## src/rtl/lbs_pkg.sv

```systemverilog
package lbs_pkg;

   // defaults for the top-level parameters
   localparam int MAX_BONES_DEF = 256;
   localparam int FRAC_BITS_DEF = 16;

   // field widths
   localparam int DATA_W      = 32;
   localparam int WEIGHT_W    = 17;
   localparam int WEIGHT_FRAC = 16;
   localparam int BONE_W      = 8;
   localparam int ELEM_W      = 4;
   localparam int COUNT_W     = 9;
   localparam int ACC_W       = 48;

   // matrix shape: rows 0..3, columns 0..2
   localparam int ELEMS     = 12;
   localparam int ELEM_COLS = 3;
   localparam int ROW_W     = 2;
   localparam int COL_W     = 2;

   // pipeline depth from issue to write-back
   localparam int DRAIN_CYCLES = 2;

   // stream layout of the request channel
   localparam int REQ_DATA_W   = 160;
   localparam int REQ_USER_W   = 2;
   localparam int BONE_LSB     = 0;
   localparam int ELEM_LSB     = 8;
   localparam int VALUE_LSB    = 12;
   localparam int WEIGHT_LSB   = 44;
   localparam int REST_X_LSB   = 61;
   localparam int REST_Y_LSB   = 93;
   localparam int REST_Z_LSB   = 125;
   localparam int USER_CMD_BIT = 0;
   localparam int USER_HAS_BIT = 1;

   // stream layout of the response channel
   localparam int RSP_DATA_W = 96;

   typedef enum logic {
      CMD_WRITE     = 1'b0,
      CMD_INFLUENCE = 1'b1
   } req_cmd_type;

   typedef enum logic [2:0] {
      ST_IDLE,
      ST_ACCUM,
      ST_ACC_DRAIN,
      ST_XFORM,
      ST_XF_DRAIN,
      ST_PUBLISH
   } state_type;

   typedef enum logic {
      OP_ACCUM,
      OP_XFORM
   } op_type;

   // commands from the controller to the datapath
   typedef struct packed {
      logic              take;
      logic              issue;
      op_type            op;
      logic [ELEM_W-1:0] elem;
      logic [ROW_W-1:0]  row;
      logic [COL_W-1:0]  col;
      logic              publish;
      logic              bypass;
   } ctrl_cmd_type;

endpackage

```

## src/rtl/lbs_ctrl.sv

```systemverilog
module lbs_ctrl (
   input  logic                  clock,
   input  logic                  reset,
   input  logic                  req_tvalid,
   output logic                  req_tready,
   input  logic                  req_cmd,
   input  logic                  req_has_influence,
   input  logic                  req_last,
   input  logic                  out_free,
   output lbs_pkg::ctrl_cmd_type cmd
);

   lbs_pkg::state_type            state_ff, state_in;
   logic [lbs_pkg::ELEM_W-1:0]    cnt_ff, cnt_in;
   logic                          last_ff, last_in;
   logic                          bypass_ff, bypass_in;
   logic [lbs_pkg::ROW_W-1:0]     xf_row;
   logic [lbs_pkg::COL_W-1:0]     xf_col;

   // state register
   always_ff @(posedge clock) begin
      if (reset) begin
         state_ff  <= lbs_pkg::ST_IDLE;
         cnt_ff    <= '0;
         last_ff   <= 1'b0;
         bypass_ff <= 1'b0;
      end else begin
         state_ff  <= state_in;
         cnt_ff    <= cnt_in;
         last_ff   <= last_in;
         bypass_ff <= bypass_in;
      end
   end

   // transform walks column by column, rows 0..3 within a column
   assign xf_row = cnt_ff[lbs_pkg::ROW_W-1:0];
   assign xf_col = cnt_ff[lbs_pkg::ELEM_W-1:lbs_pkg::ROW_W];

   // next state and commands
   always_comb begin
      state_in   = state_ff;
      cnt_in     = cnt_ff;
      last_in    = last_ff;
      bypass_in  = bypass_ff;
      req_tready = 1'b0;
      cmd        = '0;
      case (state_ff)
         lbs_pkg::ST_IDLE: begin
            req_tready = 1'b1;
            if (req_tvalid) begin
               cmd.take = 1'b1;
               if (req_cmd == lbs_pkg::CMD_INFLUENCE) begin
                  if (!req_has_influence) begin
                     bypass_in = 1'b1;
                     state_in  = lbs_pkg::ST_PUBLISH;
                  end else begin
                     bypass_in = 1'b0;
                     last_in   = req_last;
                     cnt_in    = '0;
                     state_in  = lbs_pkg::ST_ACCUM;
                  end
               end
            end
         end
         lbs_pkg::ST_ACCUM: begin
            cmd.issue = 1'b1;
            cmd.op    = lbs_pkg::OP_ACCUM;
            cmd.elem  = cnt_ff;
            if (cnt_ff == lbs_pkg::ELEM_W'(lbs_pkg::ELEMS - 1)) begin
               cnt_in   = '0;
               state_in = lbs_pkg::ST_ACC_DRAIN;
            end else begin
               cnt_in = cnt_ff + 1'b1;
            end
         end
         lbs_pkg::ST_ACC_DRAIN: begin
            if (cnt_ff == lbs_pkg::ELEM_W'(lbs_pkg::DRAIN_CYCLES - 1)) begin
               cnt_in   = '0;
               state_in = last_ff ? lbs_pkg::ST_XFORM : lbs_pkg::ST_IDLE;
            end else begin
               cnt_in = cnt_ff + 1'b1;
            end
         end
         lbs_pkg::ST_XFORM: begin
            cmd.issue = 1'b1;
            cmd.op    = lbs_pkg::OP_XFORM;
            cmd.row   = xf_row;
            cmd.col   = xf_col;
            cmd.elem  = lbs_pkg::ELEM_W'(int'(xf_row) * lbs_pkg::ELEM_COLS + int'(xf_col));
            if (cnt_ff == lbs_pkg::ELEM_W'(lbs_pkg::ELEMS - 1)) begin
               cnt_in   = '0;
               state_in = lbs_pkg::ST_XF_DRAIN;
            end else begin
               cnt_in = cnt_ff + 1'b1;
            end
         end
         lbs_pkg::ST_XF_DRAIN: begin
            if (cnt_ff == lbs_pkg::ELEM_W'(lbs_pkg::DRAIN_CYCLES - 1)) begin
               cnt_in   = '0;
               state_in = lbs_pkg::ST_PUBLISH;
            end else begin
               cnt_in = cnt_ff + 1'b1;
            end
         end
         lbs_pkg::ST_PUBLISH: begin
            if (out_free) begin
               cmd.publish = 1'b1;
               cmd.bypass  = bypass_ff;
               state_in    = lbs_pkg::ST_IDLE;
            end
         end
         default: begin
            state_in = lbs_pkg::ST_IDLE;
         end
      endcase
   end

endmodule

```

## config.mk

```make
export PLATFORM = sky130hd
export DESIGN_NAME = lbs_ctrl
export DESIGN_NICKNAME = d
export VERILOG_FILES = /design/src/rtl/lbs_pkg.sv /design/src/rtl/lbs_ctrl.sv
export SDC_FILE = /design/constraint.sdc
export NUM_CORES = 1
export LEC_CHECK = 0
export ABC_AREA = 0
export BUFFER_PORTS_ARGS = -buffer_cell sky130_fd_sc_hd__clkbuf_2
export CAP_MARGIN = 20
export CORE_MARGIN = 2
export CORE_UTILIZATION = 35
export CTS_BUF_LIST = sky130_fd_sc_hd__clkbuf_4 sky130_fd_sc_hd__clkbuf_8
export DETAILED_ROUTE_END_ITERATION = 10
export SETUP_SLACK_MARGIN = 0.4
export SLEW_MARGIN = 30
export SYNTH_ARGS = -nofsm -noshare
export SYNTH_HDL_FRONTEND = slang
export SYNTH_SLANG_ARGS = --single-unit
```

## constraint.sdc

```tcl
create_clock -name clock -period 1.84 [get_ports clock]
set_input_delay 0.276 -clock clock [delete_from_list [all_inputs] [get_ports clock]]
set_output_delay 0.276 -clock clock [all_outputs]
set_load 0.05 [all_outputs]
```

==> reports/metrics.cfg <==
[cts]
clock_path_buffers=2
clk_latency_ns=0.27
path_clk_slew_ns=0.07
ctsHtreeMaxLevel=1
tritoncts=built
clockRootBuffer=clkbuf_4
cts_made_buffers=3
clock_sinks=9

[sta]
rsz0062_at_grt=yes
slew_headroom_pct=34.8
slew_violations=0
worst_slack_ns=-0.609
finalClockSkew_ns=0.00177
hold_viol_final=0
worstMarginPinSlew_ns=0.954
finalCriticalPeriod_ns=2.45
holdWs_ns=0.241
period_share_pct=133
setup_violations=5
max_freq_ghz=0.408

[floorplanning]
dieArea_um2=2540
die_x_um=50.4
coreArea_um2=2000
start_util_pct=37.6
dieHeight_um=50.4
rows=16
io_pins=21

[critical_path]
ff2ff_setup_slack_ns=-0.10
endpoint=cmd[8]
arrival_ns=2.17
endpoint_kind=output pin
rr_endpoint=state_ff[0]$_SDFFE_PP0P_
startpoint=cnt_ff[1]$_SDFFE_PP0P_
cp_max_fo=2
reg2reg_from=cnt_ff[1]$_SDFFE_PP0P_
cp.required_ns=1.56
criticalPathCategory=flop to output pin
start_kind=flop
ff2ff_path_depth=8

[placed_design]
port_buffers=20
place_ws_ns=-0.387
place_congestion=0.781
place_inst=141
dp.final_hpwl_um=1370

[synthesis]
syn_nets=106
synthArstFlopShare_pct=0
muxShareOfSynthArea_pct=7.97
synth.distinct_cells=40
syn_avg_cell_area_um2=8.10
yosysSeqAreaShare_pct=23.9
synth_top_family_by_area=simple AND/OR/NAND/NOR gates
synth_seq_cells=9
synthSimpleGateAreaFrac_pct=33.4
synthFlopType=dfxtp_1
synthXorXnorAreaFrac_pct=0
synth_compound_gate_area_share_pct=15.1
synth_fa_ha_area_share_pct=12.0
syn_inst=93
ys_warn_count=0
netlist_area_um2=753
synth_edf_count=0

[layout]
area_delta_synth_final_pct=119
nFillCells=98
post-route-util_pct=82.4
layout_common_cells=buf_4 (15), buf_6 (11), buf_8 (10)
final_common_cell=buf_4
final_cells=167
layout.nets=154
register_area_um2=200
multiInputGateArea_um2=753
n_antenna_cell=0
drive_gt1_share_pct=72.1

[flow_run]
cap_viol_max_count=0

[route]
drt-wirelength-per-cell_um=22.1
dr.first_iter.drc_count=42
vias=998
drc=0
wl_um=3690
postRouteAntennaNets=0
viasPerCell=5.98
drt_first_pass_iters=4

[status]
failed_checks=setup timing
status=finished, violations left

[global_routing]
grt_pass1_vias=907
overflow=0
grt_antenna_before_repair=0
grt_start_max_net_pins=11
track_usage_pct=24.0
grt_pass1_wl_um=4550

[power]
leakagePower_uw=0.000645
peakVddDrop_uv=547
power_uw=1020
powerDensity_nw_per_um2=617

[worst_hold_path]
hold_class=primary input to flop
holdCritStartpoint=req_last

how the worst min path moves through the flow:
stage / end / depth (start not counted)
2_1_floorplan: last_ff$_SDFFE_PP0P_ / 2
3_3_place_gp: last_ff$_SDFFE_PP0P_ / 2
3_5_place_dp: last_ff$_SDFFE_PP0P_ / 2
4_1_cts: last_ff$_SDFFE_PP0P_ / 3
5_1_grt: last_ff$_SDFFE_PP0P_ / 3
6_report: last_ff$_SDFFE_PP0P_ / 3
cells by family after synthesis:
kind of cell | count (synthesis)
buffers and inverters | 13
and+or+nand+nor | 43
adders and majority gates | 6
AOI/OAI and AO/OA | 16
DFF | 9
muxes | 6
per-stage QoR:
stage / instance area, µm² / setup TNS [ns]
3_3_place_gp: 1000 / -0.679
4_1_cts: 1470 / -1.30
5_1_grt: 1650 / -1.72
6_report: 1650 / -1.40
2_1_floorplan: 856 / -0.379
3_5_place_dp: 1000 / -0.740
synth_stat cells, types with 2 or more instances:
library cell	count	share of area, %
a21oi_1	3	2.0
nor2_1	12	6.0
fa_1	2	5.3
nand2_1	6	3.0
ha_1	4	6.6
and3_1	4	3.3
o21ai_0	2	1.3
mux2i_1	6	8.0
dfxtp_1	9	24
inv_1	7	3.5
nor2b_1	2	1.7
nor3_1	2	1.3
and2_1	2	1.7
clkbuf_1	4	2.0
a31oi_1	2	1.7
nand3_1	2	1.3
sequential cells by signal, summed over array words and instances, names as in the netlist:
register   count
bypass_ff      1
cnt_ff         4
last_ff        1
state_ff       3
worst max-delay path: stages (launching register included):
cell     delay (ns)
dfxtp_4        0.36
fa_1           0.50
ha_4           0.18
fa_2           0.52
mux2i_2        0.08
nor2_4         0.12
buf_8          0.15
routing by layer:
metal	up-vias	GRT usage [%]	wire, µm
met5	-	0	0
met4	0	6.76	155
met3	16	2.38	217
met2	63	43.9	1790
met1	488	29.7	1520
li1	431	-	-
area by class of cell:
| class | instances | area share (%) |
|---|---|---|
| clock buffers | 4 | 1.82 |
| inverters | 7 | 2.50 |
| multi-input cells | 71 | 45.6 |
| flip-flops and latches | 9 | 12.1 |
| well taps | 27 | 2.05 |
| repair buffers | 49 | 35.9 |
report_power, final:
part | internal, µW | switching (µW) | leakage, µW
clock network | 98.8 | 83.0 | 0.0000184
registers | 211 | 16.3 | 0.0000774
logic | 303 | 306 | 0.000549
timing repair:
item,in CTS,in global routing
hold buffers,0,0
cloned,0,0
gates resized for setup,69,32
endpoints found under the setup margin,21,23
pin swaps,13,8
setup buffers,15,7
endpoints found under the hold margin,0,0
(Power assumes the default switching activity.)
